===== config.mk =====
export PLATFORM = sky130hd
export DESIGN_NAME = lbmc_moments
export DESIGN_NICKNAME = d
export VERILOG_FILES = /design/src/design/lattice_boltzmann_d3q19_cell_collide_defines.svh /design/src/design/lbmc_pkg.sv /design/src/design/lbmc_moments.sv
export SDC_FILE = /design/constraint.sdc
export NUM_CORES = 2
export LEC_CHECK = 0
export BUFFER_PORTS_ARGS = -buffer_cell sky130_fd_sc_hd__buf_2
export CAP_MARGIN = 15
export CELL_PAD_IN_SITES_DETAIL_PLACEMENT = 0
export CELL_PAD_IN_SITES_GLOBAL_PLACEMENT = 1
export CORE_MARGIN = 4
export CORE_UTILIZATION = 45
export CTS_CLUSTER_SIZE = 14
export DETAILED_ROUTE_END_ITERATION = 16
export PLACE_DENSITY_LB_ADDON = 0.1
export RECOVER_POWER = 50
export REMOVE_ABC_BUFFERS = 1
export SYNTH_ARGS = -nofsm -noshare
export SYNTH_HDL_FRONTEND = slang
export SYNTH_SLANG_ARGS = --single-unit

===== constraint.sdc =====
create_clock -name clk -period 8.2 [get_ports clk]
set_clock_uncertainty 0.15 [all_clocks]
set_input_delay 1.64 -clock clk [delete_from_list [all_inputs] [get_ports clk]]
set_output_delay 1.64 -clock clk [all_outputs]
set_load 0.1 [all_outputs]

===== src/design/lattice_boltzmann_d3q19_cell_collide_defines.svh =====
// assertion helpers for the cell collision block
`ifndef LATTICE_BOLTZMANN_D3Q19_CELL_COLLIDE_DEFINES_SVH
`define LATTICE_BOLTZMANN_D3Q19_CELL_COLLIDE_DEFINES_SVH

// same-cycle implication, checked out of reset
`define LBMC_ASSERT_NOW(label, ante, cons, msg) \
	label: assert property (@(posedge clk) disable iff (!arst_n) (ante) |-> (cons)) \
		else $error(msg);

// next-cycle implication, checked out of reset
`define LBMC_ASSERT_NEXT(label, ante, cons, msg) \
	label: assert property (@(posedge clk) disable iff (!arst_n) (ante) |=> (cons)) \
		else $error(msg);

`endif


===== src/design/lbmc_pkg.sv =====
package lbmc_pkg;

	localparam int VALUE_WIDTH_DEF = 32;
	localparam int FRAC_BITS_DEF   = 28;
	localparam int LANE_W          = 32;
	localparam int CFG_W           = 32;
	localparam int RATE_W          = 30;
	localparam int IDX_W           = 3;
	localparam int NUM_PAIRS       = 9;
	localparam int NUM_DIRS        = 19;
	localparam int STAGES          = 12;

	typedef enum logic [1:0] {
		KIND_FLUID    = 2'd0,
		KIND_OBSTACLE = 2'd1,
		KIND_INJECT   = 2'd2,
		KIND_GHOST    = 2'd3
	} kind_t;

	localparam logic [IDX_W-1:0] REG_RELAX      = 3'd0;
	localparam logic [IDX_W-1:0] REG_DRIVE      = 3'd1;
	localparam logic [IDX_W-1:0] REG_GRAV_X     = 3'd2;
	localparam logic [IDX_W-1:0] REG_GRAV_Y     = 3'd3;
	localparam logic [IDX_W-1:0] REG_GRAV_Z     = 3'd4;
	localparam logic [IDX_W-1:0] REG_KEEP_RHO   = 3'd5;
	localparam logic [IDX_W-1:0] REG_KEEP_SPEED = 3'd6;

	// lattice directions of the odd-free half of each opposite pair
	localparam int DIR_X [NUM_PAIRS]    = '{1, 0, 1, 1, 1, 1, 0, 0, 0};
	localparam int DIR_Y [NUM_PAIRS]    = '{0, 1, 1, -1, 0, 0, 1, 1, 0};
	localparam int DIR_Z [NUM_PAIRS]    = '{0, 0, 0, 0, 1, -1, 1, -1, 1};
	localparam int DIR_AXIS [NUM_PAIRS] = '{1, 1, 0, 0, 0, 0, 0, 0, 1};

	typedef logic [STAGES:1] stage_vec_t;

	function automatic logic signed [63:0] sat(input logic signed [63:0] x, input int vw);
		logic signed [63:0] lim;
		lim = 64'sd1 <<< (vw - 1);
		if (x > lim - 64'sd1)
			return lim - 64'sd1;
		else if (x < -lim)
			return -lim;
		return x;
	endfunction

	// rounded product, ties up, then saturated
	function automatic logic signed [63:0] fmul(input logic signed [32:0] a,
		input logic signed [32:0] b, input int fb, input int vw);
		logic signed [65:0] p;
		p = a * b;
		p = p + (66'sd1 <<< (fb - 1));
		p = p >>> fb;
		return sat(p[63:0], vw);
	endfunction

	function automatic logic signed [63:0] term(input int e, input logic signed [63:0] v);
		if (e > 0)
			return v;
		else if (e < 0)
			return -v;
		return 64'sd0;
	endfunction

endpackage


===== src/design/lbmc_moments.sv =====
module lbmc_moments #(
	parameter int VALUE_WIDTH = lbmc_pkg::VALUE_WIDTH_DEF,
	parameter int FRAC_BITS   = lbmc_pkg::FRAC_BITS_DEF
) (
	input  logic                          clk,
	input  lbmc_pkg::stage_vec_t          en,
	input  logic signed [VALUE_WIDTH-1:0] f_s1 [lbmc_pkg::NUM_DIRS],
	input  lbmc_pkg::kind_t               kind_s2,
	input  logic signed [VALUE_WIDTH-1:0] drive,
	output logic signed [VALUE_WIDTH-1:0] rho_s3,
	output logic signed [VALUE_WIDTH-1:0] vx_s3,
	output logic signed [VALUE_WIDTH-1:0] vy_s3,
	output logic signed [VALUE_WIDTH-1:0] vz_s3
);
	localparam logic signed [63:0] ONE_SAT =
		lbmc_pkg::sat(64'sd1 <<< FRAC_BITS, VALUE_WIDTH);

	logic signed [VALUE_WIDTH:0]   ps_s2 [lbmc_pkg::NUM_PAIRS];
	logic signed [VALUE_WIDTH:0]   d_s2 [lbmc_pkg::NUM_PAIRS];
	logic signed [VALUE_WIDTH-1:0] f18_s2;
	logic signed [63:0] rs, sx, sy, sz, rho_nx, vx_nx, vy_nx, vz_nx;

	// pair sums and differences first, then the totals
	always_ff @(posedge clk) begin
		if (en[2]) begin
			for (int k = 0; k < lbmc_pkg::NUM_PAIRS; k++) begin
				ps_s2[k] <= (VALUE_WIDTH+1)'(f_s1[2*k]) + (VALUE_WIDTH+1)'(f_s1[2*k+1]);
				d_s2[k]  <= (VALUE_WIDTH+1)'(f_s1[2*k]) - (VALUE_WIDTH+1)'(f_s1[2*k+1]);
			end
			f18_s2 <= f_s1[18];
		end
	end

	always_comb begin
		rs = 64'(f18_s2);
		sx = '0;
		sy = '0;
		sz = '0;
		for (int k = 0; k < lbmc_pkg::NUM_PAIRS; k++) begin
			rs = rs + 64'(ps_s2[k]);
			sx = sx + lbmc_pkg::term(lbmc_pkg::DIR_X[k], 64'(d_s2[k]));
			sy = sy + lbmc_pkg::term(lbmc_pkg::DIR_Y[k], 64'(d_s2[k]));
			sz = sz + lbmc_pkg::term(lbmc_pkg::DIR_Z[k], 64'(d_s2[k]));
		end
		rho_nx = lbmc_pkg::sat(rs, VALUE_WIDTH);
		vx_nx  = lbmc_pkg::sat(sx, VALUE_WIDTH);
		vy_nx  = lbmc_pkg::sat(sy, VALUE_WIDTH);
		vz_nx  = lbmc_pkg::sat(sz, VALUE_WIDTH);
		unique case (kind_s2)
			lbmc_pkg::KIND_INJECT: begin
				rho_nx = ONE_SAT;
				vx_nx  = 64'(drive);
				vy_nx  = '0;
				vz_nx  = '0;
			end
			lbmc_pkg::KIND_OBSTACLE: begin
				vx_nx = '0;
				vy_nx = '0;
				vz_nx = '0;
			end
			default: begin
			end
		endcase
	end

	always_ff @(posedge clk) begin
		if (en[3]) begin
			rho_s3 <= rho_nx[VALUE_WIDTH-1:0];
			vx_s3  <= vx_nx[VALUE_WIDTH-1:0];
			vy_s3  <= vy_nx[VALUE_WIDTH-1:0];
			vz_s3  <= vz_nx[VALUE_WIDTH-1:0];
		end
	end

endmodule


# [Word-level counts from Yosys, hierarchy flattened]
# Memories as Yosys holds them, arrays and structs flattened.
# Index checks and enable logic that the tools add are counted.
[word_totals] in_bits=655 mem_bits_rw=594 register_bits=160 out_inout_bits=128 mem_count=2 mem_bits_ro=0 word_cells=83 latch_bits=0
[op_classes] muxes=23 n_eq_ne=2 div=0 n_bitwise=0 n_mul=0 n_addsub=42 n_lt_le_gt_ge=8 shifts=0 reduce_logical=1
[memory_table] memory="d_s2" depth=9 word_bits=33 read_ports=9 rd_ports_with_merged_regs=0 write_ports=9 line="lbmc_moments.sv:19" rtl="logic signed [VALUE_WIDTH:0] d_s2 [lbmc_pkg::NUM_PAIRS];"
[memory_table] memory="ps_s2" depth=9 word_bits=33 read_ports=9 rd_ports_with_merged_regs=0 write_ports=9 line="lbmc_moments.sv:18" rtl="logic signed [VALUE_WIDTH:0] ps_s2 [lbmc_pkg::NUM_PAIRS];"
[ops] operator="2-to-1 mux 32 bit" n=12
[ops] operator="adder 32 x 32 -> 33 bit" n=9
[ops] operator="subtractor 32 x 32 -> 33 bit" n=9
[ops] operator="adder 64 x 33 -> 64 bit" n=4
[ops] operator="negation 33 -> 64 bit" n=3
[ops] operator="greater-than comparator 64 x 32 -> 1 bit, second input constant" n=2
[ops] operator="less-than comparator 64 x 32 -> 1 bit, second input constant" n=2
[ops] operator="adder 36 x 33 -> 37 bit" n=2
[ops] operator="adder 35 x 33 -> 36 bit" n=2
[ops] operator="adder 34 x 33 -> 35 bit" n=2
[ops] operator="adder 33 x 33 -> 34 bit" n=2
[ops] operator="adder 33 x 64 -> 64 bit" n=1
[ops] operator="adder 34 x 64 -> 64 bit" n=1
[ops] operator="adder 64 bit" n=1
[ops] operator="one-hot mux 32 bit (2 select lines)" n=1
[ops] operator="adder 41 x 33 -> 42 bit" n=1
[ops] operator="greater-than comparator 42 x 32 -> 1 bit, second input constant" n=1
[ops] operator="less-than comparator 42 x 32 -> 1 bit, second input constant" n=1
[ops] operator="adder 40 x 33 -> 41 bit" n=1
[ops] operator="adder 39 x 33 -> 40 bit" n=1
[ops] operator="adder 38 x 33 -> 39 bit" n=1
[ops] operator="adder 37 x 33 -> 38 bit" n=1
[ops] operator="greater-than comparator 37 x 32 -> 1 bit, second input constant" n=1
[ops] operator="less-than comparator 37 x 32 -> 1 bit, second input constant" n=1
[ops] operator="other kinds (5)" n=14

# [Depth between registers and ports, before layout]
# An unclocked memory read counts as a cell.
[depth] depth_word=14 mapped_depth=24 depth_no_buf=23

# [Worst setup path before layout]
# OpenSTA, ideal clock, no wires.
[synth_path] kind="reg-to-reg" startpoint="register f18_s2[5]" endpoint="register rho_s3[9], data pin" required_ps=7785 n_path_buf=1 t_arrival_ps=5876 slack_ps=1910 path_stages_with_launch=24 cell_sequence="edfxtp_1 inv_1 fa_1 inv_1 fa_1 fa_1 fa_1 inv_1 fa_1 inv_1 ha_1 o211ai_1 o211a_1 or3_1 nand3_1 nand2_1 a2111oi_2 o221ai_1 xor2_1 nand4_1 o41ai_4 or2_1 buf_2 o31ai_1"
[synth_via] elab_chain_cells=13 elab_cells_between_ends=15
[synth_rtl] item="start: declaration" line="lbmc_moments.sv:20" rtl="logic signed [VALUE_WIDTH-1:0] f18_s2;"
[synth_rtl] item="start signal: assignment" line="lbmc_moments.sv:30" rtl="f18_s2 <= f_s1[18];"
[synth_rtl] item="adder 32 x 33 -> 34 bit (*)" line="lbmc_moments.sv:40" rtl="rs = rs + 64'(ps_s2[k]);"
[synth_rtl] item="adder 34 x 33 -> 35 bit (*)" line="lbmc_moments.sv:40"
[synth_rtl] item="adder 35 x 33 -> 36 bit (*)" line="lbmc_moments.sv:40"
[synth_rtl] item="adder 36 x 33 -> 37 bit (*)" line="lbmc_moments.sv:40"
[synth_rtl] item="adder 37 x 33 -> 38 bit (*)" line="lbmc_moments.sv:40"
[synth_rtl] item="adder 38 x 33 -> 39 bit (*)" line="lbmc_moments.sv:40"
[synth_rtl] item="adder 39 x 33 -> 40 bit (*)" line="lbmc_moments.sv:40"
[synth_rtl] item="adder 40 x 33 -> 41 bit (*)" line="lbmc_moments.sv:40"
[synth_rtl] item="adder 41 x 33 -> 42 bit (*)" line="lbmc_moments.sv:40"
[synth_rtl] item="less-than comparator 42 x 32 -> 1 bit" line="lbmc_pkg.sv:41" rtl="else if (x < -lim)"
[synth_rtl] item="2-to-1 mux 1 bit" line="lbmc_pkg.sv:41"
[synth_rtl] item="2-to-1 mux 1 bit" line="lbmc_pkg.sv:39" rtl="if (x > lim - 64'sd1)"
[synth_rtl] item="2-to-1 mux 32 bit (*)" line="lbmc_pkg.sv:43" rtl="return x;"
[synth_rtl] item="end signal: assignment" line="lbmc_moments.sv:68" rtl="rho_s3 <= rho_nx[VALUE_WIDTH-1:0];"
[synth_rtl] item="end: declaration" line="lbmc_moments.sv:10" rtl="output logic signed [VALUE_WIDTH-1:0] rho_s3,"
# Mark *: on every way between the ends. The rest lies on a longest branch, timed or not.
# A chain may end at the register's enable or synchronous reset.

# [Worst setup path after layout]
[layout_path] startpoint="register f18_s2[5]" endpoint="register rho_s3[30], data pin"
# Same word-level chain as after synthesis.

==> summary.txt <==
Outcome
  – Status: finished with violations
  – Failing checks: max-capacitance violations, max-slew violations

STA
  – Final Critical Period: 7730 ps
  – Setup TNS Final: 0 ps
  – Relative slew margins: -300%
  – Setup violators final: 0
  – Slew Viols, Final: between 600 and 700
  – Fin crit share: 94.2%
  – Fin. Hold Viols: 0
  – RSZ-0062 raised after global routing: false
  – Slew @ Worst Pin: ~6000 ps
  – Max Fclk: roughly 130 MHz

Cells and area
  – Final #Nets: 10100
  – Layout cell share with drive strength beyond 1: 12.0%
  – Most common cell after layout, fill and taps aside: inv_1
  – Most frequent cells in the layout: 1382 x inv_1, 745 x edfxtp_1, 729 x ha_1
  – Area growth from synthesis to layout: 13.1%

Critical path
  – Cells on worst reg2reg path: 22
  – CP max-delay cell: fa_1
  – CP Max Fanout: 8
  – R2r setup slk: 470 ps
  – Arr. time, crit path: 7990 ps
  – CP endpoint kind: flip-flop
  – Kind of critical path: flip-flop to flip-flop
  – CP required: about 8500 ps
  – Critical path's largest stage delay: 700 ps
  – Crit-path most repeated cell: fa_1
  – Worst r2r dst: rho_s3[30]
  – Crit path launch type: flip-flop
  – Worst r2r src: f18_s2[5]
  – CP Cell Sequence: inv_1 -> fa_1 -> inv_1 -> fa_1 -> fa_1 -> fa_1 -> inv_1 -> fa_1 -> inv_1 -> ha_1 -> o211ai_1 -> o211a_1 -> or3_1 -> nand3_1 -> nand2_1 -> a2111oi_2 -> o221ai_1 -> xor2_1 -> nand4_1 -> o41ai_4 -> or2_1 -> o21ai_1

Floorplanning
  – Die W: 410 µm
  – Initial Utilization: 45.3%
  – Row cnt: 147
  – Die height: 410 µm
  – Core area: approximately 160000 µm²
  – Number of I/O pins: 783
  – Die area: 168000 µm²

Min path
  – HP Start: ps_s2[0][264]
  – Hold EP: rho_s3[0]
  – Min-Delay Path Class: flip-flop to flip-flop
  – WHS Path Cells: 3

Routing
  – Final ANT Viol Nets: 0
  – First-pass iteration count of the detailed router: 8
  – Routed WL per cell: roughly 25 µm
  – DRT iter0 DRCs: 5245
  – Drt via density: 5.45
  – DRC Markers: 0
  – Total Wirelength: around 260000 µm
  – Via Count: 56900

CTS
  – H-tree depth: 3
  – Worst-case clock buffer depth: 3
  – Cts hold-fix bufs: 0
  – CTS Sinks: around 750
  – Postcts setup bufs: 0
  – CTS tree: built
  – Clk_lat worst skew: 710 ps
  – CTS buffer count: 98
  – Clock root cell: clkbuf_16
  – Reg clk slew, reported paths: 60 ps
  – Post-CTS Resized: 0

Synthesis
  – Synthesized area per cell: 9.77 µm²
  – Post-synth EDFFs: 745
  – Synth Instances: between 7000 and 8000
  – Ys Warns: 0
  – Synth unique cells: 92
  – Mapped cell area: 72700 µm²
  – Yosys reg bits: 745
  – Async S/R FF share, synth: 0%
  – Main synth FF type: edfxtp_1
  – Post-synthesis sequential area ratio: 30.8%

Global routing
  – Initial antenna violation count: 143
  – Pin count of the biggest net entering global routing: 147
  – Global route overflow: 0
  – Gr usage total: 30.4%
  – Vias in the first global route: 56500
  – First-pass GRT wire length: 371000 µm

Placement
  – Placer Congestion: between 0.9 and 1
  – Port Buffers: 772
  – DP HPWL: about 220000 µm

Run
  – Count of maximum capacitance violations: 7
-- cell usage after synthesis, types with 85 or more instances --
cell	n	area (µm²)
a21oi_1	555	2780
nor3_1	120	601
o21bai_1	135	1010
ha_1	729	9120
o21ai_0	313	1570
fa_1	591	11800
nand2_1	247	927
inv_1	1382	5190
nor2b_1	103	644
a21o_1	155	1160
clkbuf_1	188	706
xnor2_1	428	3750
xor2_1	192	1680
edfxtp_1	745	22400
nand3_1	85	425
nor2_1	575	2160
-- metal layers --
| metal | wire length, µm | global-route usage (%) | vias to the layer above |
|---|---|---|---|
| li1 | - | - | 26400 |
| met1 | 117000 | 43.6 | 27900 |
| met2 | 113000 | 46.1 | 2093 |
| met3 | 24500 | 7.09 | 405 |
| met4 | 7230 | 8.20 | 74 |
| met5 | 517 | 0 | - |
-- final cells by class --
type / count / area (µm²)
tap: 2160 / 2700
clock inverter: 70 / 947
fill: 15100 / 78300
sequential: 745 / 22400
clock buffer: 111 / 2520
timing repair buffer: 804 / 4040
inverter: 1382 / 5190
multi-input combinational: 5090 / 44300
antenna: 75 / 188
-- through the flow --
step	utilization, %	cell area, µm²	worst slack [ps]	hold WS, ps	cells
floorplan	-	71800	1480	569	7217
global placement	49.0	78700	601	671	10200
detailed placement	49.0	78700	567	676	10200
CTS	51.2	82200	511	710	10400
global route	51.1	82100	223	794	10400
finish	51.2	82200	472	703	10400
-- state kept, by name, indices dropped and copies added (netlist names) --
register / count
vz_s3: 32
d_s2: 288
vy_s3: 32
rho_s3: 32
vx_s3: 32
ps_s2: 297
f18_s2: 32
-- how the worst max path moves through the flow --
stage,start,end,slack [ps],depth (start not counted)
2_1_floorplan,f18_s2[5],rho_s3[22],1480,22
3_3_place_gp,f18_s2[3],rho_s3[22],600,22
3_5_place_dp,f18_s2[5],rho_s3[9],570,22
4_1_cts,f18_s2[5],rho_s3[30],510,22
5_1_grt,f18_s2[3],rho_s3[30],220,22
6_report,f18_s2[5],rho_s3[30],470,22
-- worst max-delay path, delay by kind of cell, from the launching register on --
family | cells | cell delay [ps]
flops | 1 | 320
fa+ha+maj | 6 | 3200
simple gates | 5 | 1460
xor+xnor | 1 | 240
compound gates | 6 | 1780
buf+inv | 4 | 260
-- logic make-up (layout without fill, tap and decap cells) --
kind of cell / Yosys count / in the layout / synth area share, %
buf+inv: 1609 / 2367 / 8.38
other cells: 0 / 75 / 0
flops: 745 / 745 / 30.8
mux: 8 / 8 / 0.117
compound gates: 1700 / 1700 / 15.1
simple gates: 1442 / 1442 / 9.38
xor+xnor: 620 / 620 / 7.47
fa+ha+maj: 1320 / 1320 / 28.8
Power is left out: the tool's default activity adds up to more than one toggle a clock period on the data nets, which glitch-free logic cannot reach.
